[src/design/base64_decoder_top_macros.svh]
// Assertion macros for the base64 decoder RTL.
`ifndef BASE64_DECODER_TOP_MACROS_SVH
`define BASE64_DECODER_TOP_MACROS_SVH

// Same-cycle implication, sampled on clk_i, off while rst_ni is low.
`define B64D_ASSERT_NOW(label, ante, cons) \
  label: assert property (@(posedge clk_i) disable iff (!rst_ni) (ante) |-> (cons)) \
    else $error("b64d assertion failed");

// Next-cycle implication, sampled on clk_i, off while rst_ni is low.
`define B64D_ASSERT_NEXT(label, ante, cons) \
  label: assert property (@(posedge clk_i) disable iff (!rst_ni) (ante) |=> (cons)) \
    else $error("b64d assertion failed");

`endif

[src/design/b64d_pkg.sv]
// Shared types for the base64 decoder.
package b64d_pkg;

  typedef enum logic [1:0] {
    ST_OK     = 2'd0,
    ST_LENGTH = 2'd1,
    ST_CHAR   = 2'd2,
    ST_PAD    = 2'd3
  } status_e;

  typedef struct packed {
    logic [7:0] data_byte;
    logic       byte_valid;
    logic       message_end;
    status_e    status;
    logic       run_last;
  } result_t;

  localparam int unsigned MaxResults = 3;

  // Results caused by one character; res[0] goes out first.
  typedef struct packed {
    logic [1:0]                 count;
    result_t [MaxResults-1:0]   res;
  } bundle_t;

endpackage

[src/design/base64_decoder_top.sv]
// Top level of the streaming base64 decoder.
//
// Streaming base64 decoder for the standard alphabet (A-Z, a-z, 0-9, '+', '/',
// pad '='). Each input request carries one ASCII character in s_axis_tdata_i
// and s_axis_tlast_i marks the final character of a message. Every fourth
// character completes a group and yields three bytes; a pad in the last spot
// yields two bytes, and a pad in the second-to-last spot yields one byte and
// skips the one character after it. Bad length, bad character and bad padding
// set a sticky error (first one wins), after which no more bytes come out; the
// status is given only on the request flagged with m_axis_tlast_o, and bytes
// sent before an error must be dropped by the consumer. The final character
// always produces a result, with byte_valid low if it brings no byte.
// Rate: a character is decoded in the cycle it is accepted, and its results
// (zero to three) are loaded into a result register that drains one output
// request per cycle while the consumer is ready. A new character is accepted
// whenever that register is empty or its last result leaves in the same cycle,
// so characters with zero or one result stream at one per cycle when the
// consumer is ready; the first result is offered in the cycle after accept.
module base64_decoder_top
  import b64d_pkg::*;
(
  input  logic       clk_i,
  input  logic       rst_ni,
  input  logic       s_axis_tvalid_i,
  output logic       s_axis_tready_o,
  input  logic [7:0] s_axis_tdata_i,   // [7:0] char_code
  input  logic       s_axis_tlast_i,   // last_char
  output logic       m_axis_tvalid_o,
  input  logic       m_axis_tready_i,
  output logic [7:0] m_axis_tdata_o,   // [7:0] data_byte
  output logic       m_axis_tlast_o,   // message_end
  output logic [3:0] m_axis_tuser_o    // [0] byte_valid, [2:1] status, [3] run_last
);

  logic    accept;
  logic    free;
  bundle_t bundle;
  result_t res;

  assign s_axis_tready_o = free;
  assign accept          = s_axis_tvalid_i && free;

  b64d_decode u_decode (
    .clk_i       (clk_i),
    .rst_ni      (rst_ni),
    .accept_i    (accept),
    .char_code_i (s_axis_tdata_i),
    .last_char_i (s_axis_tlast_i),
    .bundle_o    (bundle)
  );

  b64d_out_buf u_out_buf (
    .clk_i    (clk_i),
    .rst_ni   (rst_ni),
    .load_i   (accept),
    .bundle_i (bundle),
    .free_o   (free),
    .valid_o  (m_axis_tvalid_o),
    .ready_i  (m_axis_tready_i),
    .res_o    (res)
  );

  // zero data when no byte is carried, matching the empty end result
  assign m_axis_tdata_o = res.byte_valid ? res.data_byte : 8'h00;
  assign m_axis_tlast_o = res.message_end;
  assign m_axis_tuser_o = {res.run_last, logic'(res.status[1]), logic'(res.status[0]),
                           res.byte_valid};

endmodule

[src/design/b64d_decode.sv]
// Character classification, group state and result bundle generation.
module b64d_decode
  import b64d_pkg::*;
(
  input  logic       clk_i,
  input  logic       rst_ni,
  input  logic       accept_i,
  input  logic [7:0] char_code_i,
  input  logic       last_char_i,
  output bundle_t    bundle_o
);

  typedef struct packed {
    logic       is_alpha;
    logic       is_pad;
    logic [5:0] val;
  } char_class_t;

  function automatic char_class_t classify(input logic [7:0] c);
    char_class_t r;
    r = '0;
    if (c inside {[8'h41:8'h5A]}) begin
      r.is_alpha = 1'b1;
      r.val      = 6'(c - 8'h41);
    end else if (c inside {[8'h61:8'h7A]}) begin
      r.is_alpha = 1'b1;
      r.val      = 6'(c - 8'h47);
    end else if (c inside {[8'h30:8'h39]}) begin
      r.is_alpha = 1'b1;
      r.val      = 6'(c + 8'h04);
    end else if (c == 8'h2B) begin
      r.is_alpha = 1'b1;
      r.val      = 6'h3E;
    end else if (c == 8'h2F) begin
      r.is_alpha = 1'b1;
      r.val      = 6'h3F;
    end else if (c == 8'h3D) begin
      r.is_pad = 1'b1;
    end
    return r;
  endfunction

  logic [17:0] acc_q, acc_d;
  logic [1:0]  pos_q, pos_d;
  status_e     err_q, err_d;
  logic        stop_q, stop_d;
  char_class_t cls;
  bundle_t     bun;
  logic [1:0]  tail;

  assign cls = classify(char_code_i);

  always_comb begin
    acc_d  = acc_q;
    pos_d  = pos_q;
    err_d  = err_q;
    stop_d = stop_q;
    bun    = '0;

    if (err_q == ST_OK) begin
      if (stop_q) begin
        if (!last_char_i) err_d = ST_PAD;
      end else if (last_char_i && pos_q != 2'd3) begin
        err_d = ST_LENGTH;
      end else if (cls.is_alpha) begin
        if (pos_q != 2'd3) begin
          acc_d = {acc_q[11:0], cls.val};
          pos_d = 2'(pos_q + 2'd1);
        end else begin
          bun.count             = 2'd3;
          bun.res[0].data_byte  = acc_q[17:10];
          bun.res[0].byte_valid = 1'b1;
          bun.res[1].data_byte  = acc_q[9:2];
          bun.res[1].byte_valid = 1'b1;
          bun.res[2].data_byte  = {acc_q[1:0], cls.val};
          bun.res[2].byte_valid = 1'b1;
          acc_d = '0;
          pos_d = '0;
        end
      end else if (cls.is_pad) begin
        if (pos_q == 2'd3) begin
          if (last_char_i) begin
            bun.count             = 2'd2;
            bun.res[0].data_byte  = acc_q[17:10];
            bun.res[0].byte_valid = 1'b1;
            bun.res[1].data_byte  = acc_q[9:2];
            bun.res[1].byte_valid = 1'b1;
          end else begin
            err_d = ST_PAD;
          end
        end else if (pos_q == 2'd2) begin
          // second-to-last pad: one byte, skip the next character
          bun.count             = 2'd1;
          bun.res[0].data_byte  = acc_q[11:4];
          bun.res[0].byte_valid = 1'b1;
          stop_d = 1'b1;
          pos_d  = 2'd3;
        end else begin
          err_d = ST_PAD;
        end
      end else begin
        err_d = ST_CHAR;
      end
    end

    if (last_char_i) begin
      if (bun.count == 2'd0) bun.count = 2'd1;
    end
    tail = 2'(bun.count - 2'd1);

    if (last_char_i) begin
      bun.res[tail].message_end = 1'b1;
      bun.res[tail].status      = err_d;
      acc_d  = '0;
      pos_d  = '0;
      err_d  = ST_OK;
      stop_d = 1'b0;
    end
    if (bun.count != 2'd0) bun.res[tail].run_last = 1'b1;
  end

  assign bundle_o = bun;

  always_ff @(posedge clk_i or negedge rst_ni) begin
    if (!rst_ni) begin
      acc_q  <= '0;
      pos_q  <= '0;
      err_q  <= ST_OK;
      stop_q <= 1'b0;
    end else if (accept_i) begin
      acc_q  <= acc_d;
      pos_q  <= pos_d;
      err_q  <= err_d;
      stop_q <= stop_d;
    end
  end

endmodule

[src/design/b64d_out_buf.sv]
// Result register for one bundle; sends its results one per cycle on ready_i.
`include "base64_decoder_top_macros.svh"

module b64d_out_buf
  import b64d_pkg::*;
(
  input  logic    clk_i,
  input  logic    rst_ni,
  input  logic    load_i,
  input  bundle_t bundle_i,
  output logic    free_o,
  output logic    valid_o,
  input  logic    ready_i,
  output result_t res_o
);

  result_t [MaxResults-1:0] res_q;
  logic [1:0] rem_q;
  logic [1:0] idx_q;
  logic       take;
  logic       load;

  assign valid_o = (rem_q != 2'd0);
  assign take    = valid_o && ready_i;
  assign free_o  = (rem_q == 2'd0) || (take && rem_q == 2'd1);
  assign load    = load_i && (bundle_i.count != 2'd0);
  assign res_o   = res_q[idx_q];

  always_ff @(posedge clk_i or negedge rst_ni) begin
    if (!rst_ni) begin
      rem_q <= '0;
      idx_q <= '0;
    end else if (load) begin
      rem_q <= bundle_i.count;
      idx_q <= '0;
    end else if (take) begin
      rem_q <= 2'(rem_q - 2'd1);
      idx_q <= 2'(idx_q + 2'd1);
    end
  end

  always_ff @(posedge clk_i) begin
    if (load) res_q <= bundle_i.res;
  end

  // index never runs past the stored results
  `B64D_ASSERT_NOW(a_idx_in_range, valid_o, ({1'b0, idx_q} + {1'b0, rem_q}) <= 3'd3)
  // the final result of a bundle closes the run
  `B64D_ASSERT_NOW(a_tail_run_last, valid_o && rem_q == 2'd1, res_o.run_last)
  // a message end is always the last result of its character
  `B64D_ASSERT_NOW(a_end_is_tail, valid_o && res_o.message_end, rem_q == 2'd1)
  // a loaded bundle is offered next cycle
  `B64D_ASSERT_NEXT(a_load_shows, load, valid_o && idx_q == 2'd0)

endmodule

[config.mk]
export PLATFORM = sky130hd
export DESIGN_NAME = base64_decoder_top
export DESIGN_NICKNAME = d
export VERILOG_FILES = /design/src/design/b64d_pkg.sv /design/src/design/base64_decoder_top.sv /design/src/design/b64d_decode.sv /design/src/design/b64d_out_buf.sv
export VERILOG_INCLUDE_DIRS = /design/src /design/src/design
export SDC_FILE = /design/constraint.sdc
export NUM_CORES = 1
export LEC_CHECK = 0
export BUFFER_PORTS_ARGS = -buffer_cell sky130_fd_sc_hd__buf_4
export CAP_MARGIN = 25
export CORE_ASPECT_RATIO = 0.6
export CORE_MARGIN = 2
export CORE_UTILIZATION = 58
export CTS_BUF_LIST = sky130_fd_sc_hd__clkbuf_8
export DETAILED_ROUTE_END_ITERATION = 8
export GPL_ROUTABILITY_DRIVEN = 1
export PLACE_DENSITY = 0.83
export RECOVER_POWER = 50
export REMOVE_ABC_BUFFERS = 1
export SLEW_MARGIN = 10
export SYNTH_ARGS = -nofsm -noshare
export SYNTH_HDL_FRONTEND = slang
export SYNTH_SLANG_ARGS = --single-unit
[constraint.sdc]
create_clock -name clk_i -period 9.6 [get_ports clk_i]
set_input_delay 0.48 -clock clk_i [delete_from_list [all_inputs] [get_ports clk_i]]
set_output_delay 0.48 -clock clk_i [all_outputs]
set_load 0.01 [all_outputs]
==> results.md, run 1 <==
* Failing checks: max-capacitance violations, max-slew violations
* Number of different library cells in the post-synthesis netlist at 65
* Max Buffers Root-to-Sink at 2
* Number of global-route vias before repair at 2792
* Cell count after synthesis at 374
* Worst path setup slack after routing at 5.24 ns
* Cells on worst reg2reg path at 8
* Root Buffer Master: sky130_fd_sc_hd__clkbuf_8
* Number of pins with negative max-slew slack in the final report at 62
* Yosys top cell by area: sky130_fd_sc_hd__edfxtp_1
* Wirelength, routed at 8.70 mm
* Setup TNS after final layout at 0 ns
* Worst clock skew at 0.00891 ns
* Die footprint at 7420 sq um
* Most repeated cell in the gate-level netlist after synthesis: sky130_fd_sc_hd__nand2_1
* Via/cell ratio at 6.06
* Max Freq at 229 MHz
* Max IR drop VDD at 0.109 mV
* Class of the most critical hold timing path: in -> reg
* Final Cycle Share at 45.4%
* Htree depth at 3
* Area growth from synthesis to layout at 9.08%
* Cell area after synthesis at 3900 sq um
* Sort of element at the end of the critical path: flop
* Violation count after the first detailed-route iteration at 323
* Quantity of gates resized following cts at 0
* Final setup violation count at 0
* RSZ-0062 raised after global routing: no
* First-pass GRT wire length at 13.8 mm
* Worst slew margin relative to its limit at -60.6%
* Number of antenna violations at the first check in global routing at 0
* Final min period at 4.36 ns
* Average wire per cell in the routed design at 17.6 microns
* Critical path launch point type: input port
* Number of setup buffers added after CTS at 0
* Nets at 431
* Max Cap Viol at 3
* Most instantiated flip-flop cell in the synthesis netlist: sky130_fd_sc_hd__edfxtp_1
* Hold-fix buffers, CTS at 0
* Req. time, crit path at 9.83 ns
* Number of enable flip-flop cells after synthesis at 39
* Clock tree from TritonCTS: done
* Top-Level Pins at 28
* Share of layout cells above drive strength 1 at 13.7%
* Status: finished, violations left
* Post-place setup slack at 6.46 ns
* Total non-filler cell area in the finished layout at 4250 sq um
* Die Height at 67.5 microns
* Final antenna diode count at 0
* Most used standard cells in the synthesized netlist: sky130_fd_sc_hd__nand2_1 (48), sky130_fd_sc_hd__edfxtp_1 (39), sky130_fd_sc_hd__nor2_1 (36), sky130_fd_sc_hd__dfrtp_1 (27)
* Synth top area cells: sky130_fd_sc_hd__edfxtp_1 (30%), sky130_fd_sc_hd__dfrtp_1 (17%), sky130_fd_sc_hd__ha_1 (4.8%)
* Residual DRC at 0
* Transition time at the pin with the least slew margin at 2.35 ns
* Post-Place Cell Area at 4160 sq um
* Post-synthesis sequential area ratio at 47.4%
* Antenna Violating Nets Remaining at 0
* Start-to-end type of the worst setup path: in -> reg
* Yosys Warn Count at 0
* Worst hold path cell count at 2
* Via count at 2998
* CP max FO at 9
* Final HPWL from detailed placement at 6.33 mm
* Number of buffers inserted during clock tree synthesis at 9
* Fill cell total of the finished layout at 548
* Mean instance size in the synthesized netlist at 10.4 sq um
* Clock latency on the worst-skew pair at 0.34 ns
* Async set-or-reset flop fraction in the synthesized netlist at 40.9%
* Effective utilization at floorplan at 59.2%
* Row count at 23
* Drt pass-1 iters at 6
* Overall Global Routing Usage at 25.5%
* Maximum number of pins on one net before global-route repair at 42
* Clk pin slew, worst setup/hold paths at 0.07 ns
* Final hold vios at 0
* # clock sinks at 66
* Number of synthesized register bits at 66
* Lkg Pwr at 1.74 nW
* Worst path arrival time at 4.59 ns
* Overall power of the completed layout at 0.959 mW
* Global placement routability congestion at 0.950
* Total core area at 6590 sq um
* Count of input and output buffers at 27
* Remaining global-route overflow at 0
* Top cell type's share of synthesized area at 30.0%
* Power density over cell area at 226 nW/um^2
* Die outline width at 110 microns
-- cells by family after synthesis --
logic type / share of synthesized area [%]
AND/OR/NAND/NOR: 17.9
AO/OA/AOI/OAI: 20.3
flip-flops: 47.4
buffers and inverters: 4.56
adder cells (fa/ha/maj): 4.81
multiplexers: 3.85
XOR/XNOR: 1.12
other: 0.0962
-- per-stage QoR --
| stage | util (%) | hold WS, ns | instances |
|---|---|---|---|
| after detailed placement | 63.1 | 0.434 | 479 |
| after floorplan | - | 0.184 | 361 |
| after global routing | 64.6 | 0.486 | 495 |
| after global placement | 62.9 | 0.421 | 478 |
| after CTS | 66.3 | 0.0542 | 495 |
| final | 64.6 | 0.481 | 495 |
-- state kept, by name, indices dropped and copies added (netlist names) --
| register | cells |
|---|---|
| u_out_buf.rem_q | 2 |
| u_out_buf.idx_q | 2 |
| u_decode.acc_q | 18 |
| u_decode.stop_q | 1 |
| u_out_buf.res_q | 39 |
| u_decode.pos_q | 2 |
| u_decode.err_q | 2 |
-- critical path: stages --
cell                        delay (ns)
sky130_fd_sc_hd__clkbuf_1         0.28
sky130_fd_sc_hd__inv_1            0.23
sky130_fd_sc_hd__ha_1             0.36
sky130_fd_sc_hd__a21o_1           0.23
sky130_fd_sc_hd__and2_0           0.24
sky130_fd_sc_hd__a2111oi_0        1.93
sky130_fd_sc_hd__a221oi_1         0.26
sky130_fd_sc_hd__o21a_1           0.34
sky130_fd_sc_hd__o41ai_2          0.23
-- layer usage --
| layer | global-route usage (%) | part of all wire [%] |
|---|---|---|
| met2 | 36.2 | 43 |
| met4 | 8.86 | 1.5 |
| met5 | 0 | 0 |
| met1 | 36.7 | 46 |
| met3 | 8.40 | 8.7 |
-- cells in the final DEF, fill, tap and decap left out, types with 7 or more instances in the layout --
cell type,count
sky130_fd_sc_hd__nand2_1,48
sky130_fd_sc_hd__edfxtp_1,39
sky130_fd_sc_hd__nor2_1,36
sky130_fd_sc_hd__dfrtp_1,27
sky130_fd_sc_hd__buf_4,26
sky130_fd_sc_hd__o21ai_0,23
sky130_fd_sc_hd__inv_1,21
sky130_fd_sc_hd__a21oi_1,18
sky130_fd_sc_hd__mux2i_1,15
sky130_fd_sc_hd__ha_1,15
sky130_fd_sc_hd__and2_0,13
sky130_fd_sc_hd__a22o_1,10
sky130_fd_sc_hd__clkbuf_8,9
sky130_fd_sc_hd__nand3_1,8
sky130_fd_sc_hd__nor3_1,7
-- power breakdown --
part / internal [mW] / switching, mW / total (mW)
clock network: 0.144 / 0.102 / 0.246
registers: 0.354 / 0.0526 / 0.406
logic: 0.126 / 0.181 / 0.307
total: 0.624 / 0.336 / 0.959
-- layout make-up --
| type | count | area, sq um | area share (%) |
|---|---|---|---|
| Inverter | 18 | 67.6 | 1.59 |
| Timing Repair Buffer | 31 | 221 | 5.21 |
| Clock buffer | 9 | 124 | 2.91 |
| Sequential cell | 66 | 1850 | 43.4 |
| Clock inverter | 7 | 87.6 | 2.06 |
| Tap cell | 87 | 109 | 2.56 |
| Multi-Input combinational cell | 277 | 1800 | 42.3 |
-- path summary, 6_finish.rpt --
kind,slack (ns),start,end
min,0.48,s_axis_tlast_i,u_decode.err_q[0]$_DFFE_PN0P_
max in group asynchronous,8.06,rst_ni,u_decode.acc_q[1]$_DFFE_PN0P_
min in group asynchronous,0.56,rst_ni,u_decode.err_q[1]$_DFFE_PN0P_
max reg2reg,6.86,u_out_buf.rem_q[0]$_DFFE_PN0P_,u_decode.acc_q[2]$_DFFE_PN0P_
max,5.24,s_axis_tdata_i[2],u_decode.acc_q[3]$_DFFE_PN0P_
min reg2reg,0.49,u_decode.acc_q[14]$_DFFE_PN0P_,u_decode.acc_q[14]$_DFFE_PN0P_
Power figures use the tool's default switching activity.
==> run 2: changes to the inputs <==
==> constraint.sdc (replaced) <==
create_clock -name clk_i -period 4.2 [get_ports clk_i]
set_input_delay 0.21 -clock clk_i [delete_from_list [all_inputs] [get_ports clk_i]]
set_output_delay 0.21 -clock clk_i [all_outputs]
set_load 0.01 [all_outputs]
==> run 2 against run 1 <==
  * The flow still finishes with violations (max-capacitance violations, max-slew violations)
  * Critical path depth unchanged
  * Combinational power up 130%
  * Clock-buffer cell count up 2
  * Core utilization up 0.89 points
  * Hold slack worse by 0.25 ns
  * Final cell count up 0.61%
  * Flip-flop and latch count unchanged
  * Register-to-register slack worse by 5.4 ns
  * Global-route usage up 0.85 points
  * Clock power up 120%
  * Critical path type unchanged
  * Largest cell class is now multi-input gates
  * Highest routed layer unchanged
==> results.md, run 2 (synthesized netlist as in run 1, its figures left out) <==
* Worst clock skew at 0.00776 ns
* Transition time at the pin with the least slew margin at 1.56 ns
* Start-to-end type of the worst setup path: in -> reg
* Max reg flops at 39
* Clock tree from TritonCTS: done
* Maximum number of pins on one net before global-route repair at 35
* Area growth from synthesis to layout at 10.6%
* Number of setup buffers added after CTS at 0
* Worst path setup slack after routing at 1.05 ns
* Worst path arrival time at 3.19 ns
* Critical path launch point type: input port
* Top-Level Pins at 28
* Clk pin slew, worst setup/hold paths at 0.07 ns
* Wirelength, routed at 8.76 mm
* Worst slew margin relative to its limit at -4.30%
* Remaining global-route overflow at 0
* Total non-filler cell area in the finished layout at 4310 sq um
* Final HPWL from detailed placement at 6.29 mm
* Count of input and output buffers at 27
* Final setup violation count at 0
* Status: finished, violations left
* Final antenna diode count at 0
* # clock sinks at 66
* Post-place setup slack at 0.994 ns
* Number of pins with negative max-slew slack in the final report at 28
* Most common library cell in the layout ignoring fill and taps: sky130_fd_sc_hd__nand2_1
* Drt pass-1 iters at 7
* Max Freq at 318 MHz
* Max Buffers Root-to-Sink at 2
* Antenna Violating Nets Remaining at 0
* Sort of element at the end of the critical path: flop
* Average wire per cell in the routed design at 17.6 microns
* Post-Place Cell Area at 4170 sq um
* Die Height at 67.5 microns
* Violation count after the first detailed-route iteration at 378
* Global placement routability congestion at 0.954
* Final Cycle Share at 74.9%
* Quantity of gates resized following cts at 0
* Number of buffers inserted during clock tree synthesis at 9
* Largest registers: u_out_buf.res_q: 39 flops, u_decode.acc_q: 18 flops
* Number of antenna violations at the first check in global routing at 0
* Commonest non-fill, non-tap cells in the layout: sky130_fd_sc_hd__nand2_1 (48), sky130_fd_sc_hd__edfxtp_1 (39), sky130_fd_sc_hd__nor2_1 (36)
* Power density over cell area at 506 nW/um^2
* Utilization after layout at 65.4%
* Setup TNS after final layout at 0 ns
* RSZ-0062 raised after global routing: no
* Total core area at 6590 sq um
* Cells on worst reg2reg path at 8
* Residual DRC at 0
* Failing checks: max-capacitance violations, max-slew violations
* Die footprint at 7420 sq um
* CP max FO at 28
* Number of global-route vias before repair at 2785
* Overall Global Routing Usage at 26.4%
* Max IR drop VDD at 0.294 mV
* Nets at 434
* Worst Setup SP: s_axis_tdata_i[2]
* Row count at 23
* Critical register-to-register path endpoint: u_out_buf.res_q[25]$_SDFFCE_PP0P_
* Final min period at 3.15 ns
* Class of the most critical hold timing path: in -> reg
* FF-to-FF Start: u_decode.pos_q[0]$_DFFE_PN0P_
* Minimum setup slack among reg-to-reg paths at 1.46 ns
* Die outline width at 110 microns
* Max Cap Viol at 1
* Via count at 2973
* Root Buffer Master: sky130_fd_sc_hd__clkbuf_8
* Req. time, crit path at 4.24 ns
* Top reg by flops: u_out_buf.res_q
* Worst Setup EP: u_out_buf.res_q[25]$_SDFFCE_PP0P_
* Share of layout cells above drive strength 1 at 15.1%
* Lkg Pwr at 1.74 nW
* Htree depth at 3
* Clock latency on the worst-skew pair at 0.34 ns
* Effective utilization at floorplan at 59.2%
* First-pass GRT wire length at 14.4 mm
* Via/cell ratio at 5.97
* Final hold vios at 0
## run 2: changes by cell type in the layout (fill, tap and decap cells not counted), sizes merged
cell and delta:
clkbuf +6, buf -2, inv -2, bufinv -1
clkinvlp +1, dlygate4sd3 +1
## run 2: how the worst min path moves through the flow
stage	slack (ns)	startpoint	cells past startpoint	end
final	0.23	s_axis_tlast_i	2	u_decode.err_q[0]$_DFFE_PN0P_
after floorplan	-0.09	rst_ni	0	u_decode.acc_q[0]$_DFFE_PN0P_
after global placement	0.15	rst_ni	1	u_decode.err_q[1]$_DFFE_PN0P_
after detailed placement	0.15	rst_ni	1	u_decode.err_q[1]$_DFFE_PN0P_
after CTS	0.20	s_axis_tlast_i	2	u_decode.err_q[0]$_DFFE_PN0P_
after global routing	0.22	s_axis_tlast_i	2	u_decode.stop_q$_DFFE_PN0P_
## run 2: through the flow
| step | total power, mW | std cells | hold slack (ns) |
|---|---|---|---|
| 2_1_floorplan | 1.38 | 361 | -0.0856 |
| 3_3_place_gp | 1.66 | 481 | 0.150 |
| 3_5_place_dp | 1.69 | 481 | 0.153 |
| 4_1_cts | 2.23 | 498 | 0.196 |
| 5_1_grt | 2.33 | 498 | 0.218 |
| 6_report | 2.18 | 498 | 0.228 |
## run 2: routing by layer
| layer | GRT usage, % | vias to the layer above | share of wire (%) |
|---|---|---|---|
| li1 | - | 1417 | - |
| met2 | 37.0 | 142 | 43 |
| met4 | 6.96 | 0 | 0.69 |
| met3 | 5.98 | 7 | 8.0 |
| met5 | 0 | - | 0 |
| met1 | 40.9 | 1407 | 48 |
## run 2: repair_timing
action	4_1_cts	5_1_grt
setup endpoints to repair	0	0
hold buffers	1	0
endpoints found under the hold margin	27	0
## run 2: final cells by class
cell class | instances | area [sq um]
multi-input combinational | 277 | 1860
sequential | 66 | 1850
tap | 87 | 109
timing repair buffer | 34 | 228
clock inverter | 5 | 53.8
inverter | 18 | 67.6
clock buffer | 11 | 151
fill | 536 | 2280
## run 2: critical path, cell delays in order
cell and delay (ns):
sky130_fd_sc_hd__clkbuf_1 0.27, sky130_fd_sc_hd__inv_1 0.23, sky130_fd_sc_hd__ha_1 0.36, sky130_fd_sc_hd__nor2b_1 0.18, sky130_fd_sc_hd__o21ai_0 0.29, sky130_fd_sc_hd__a21oi_1 0.28
sky130_fd_sc_hd__a31o_2 0.37, sky130_fd_sc_hd__a21oi_4 0.70, sky130_fd_sc_hd__buf_4 0.30
## run 2: report_power, final
group	internal (mW)	switching, mW	total [mW]
registers	0.809	0.120	0.929
logic	0.285	0.432	0.716
clock network	0.303	0.234	0.538
total	1.40	0.786	2.18
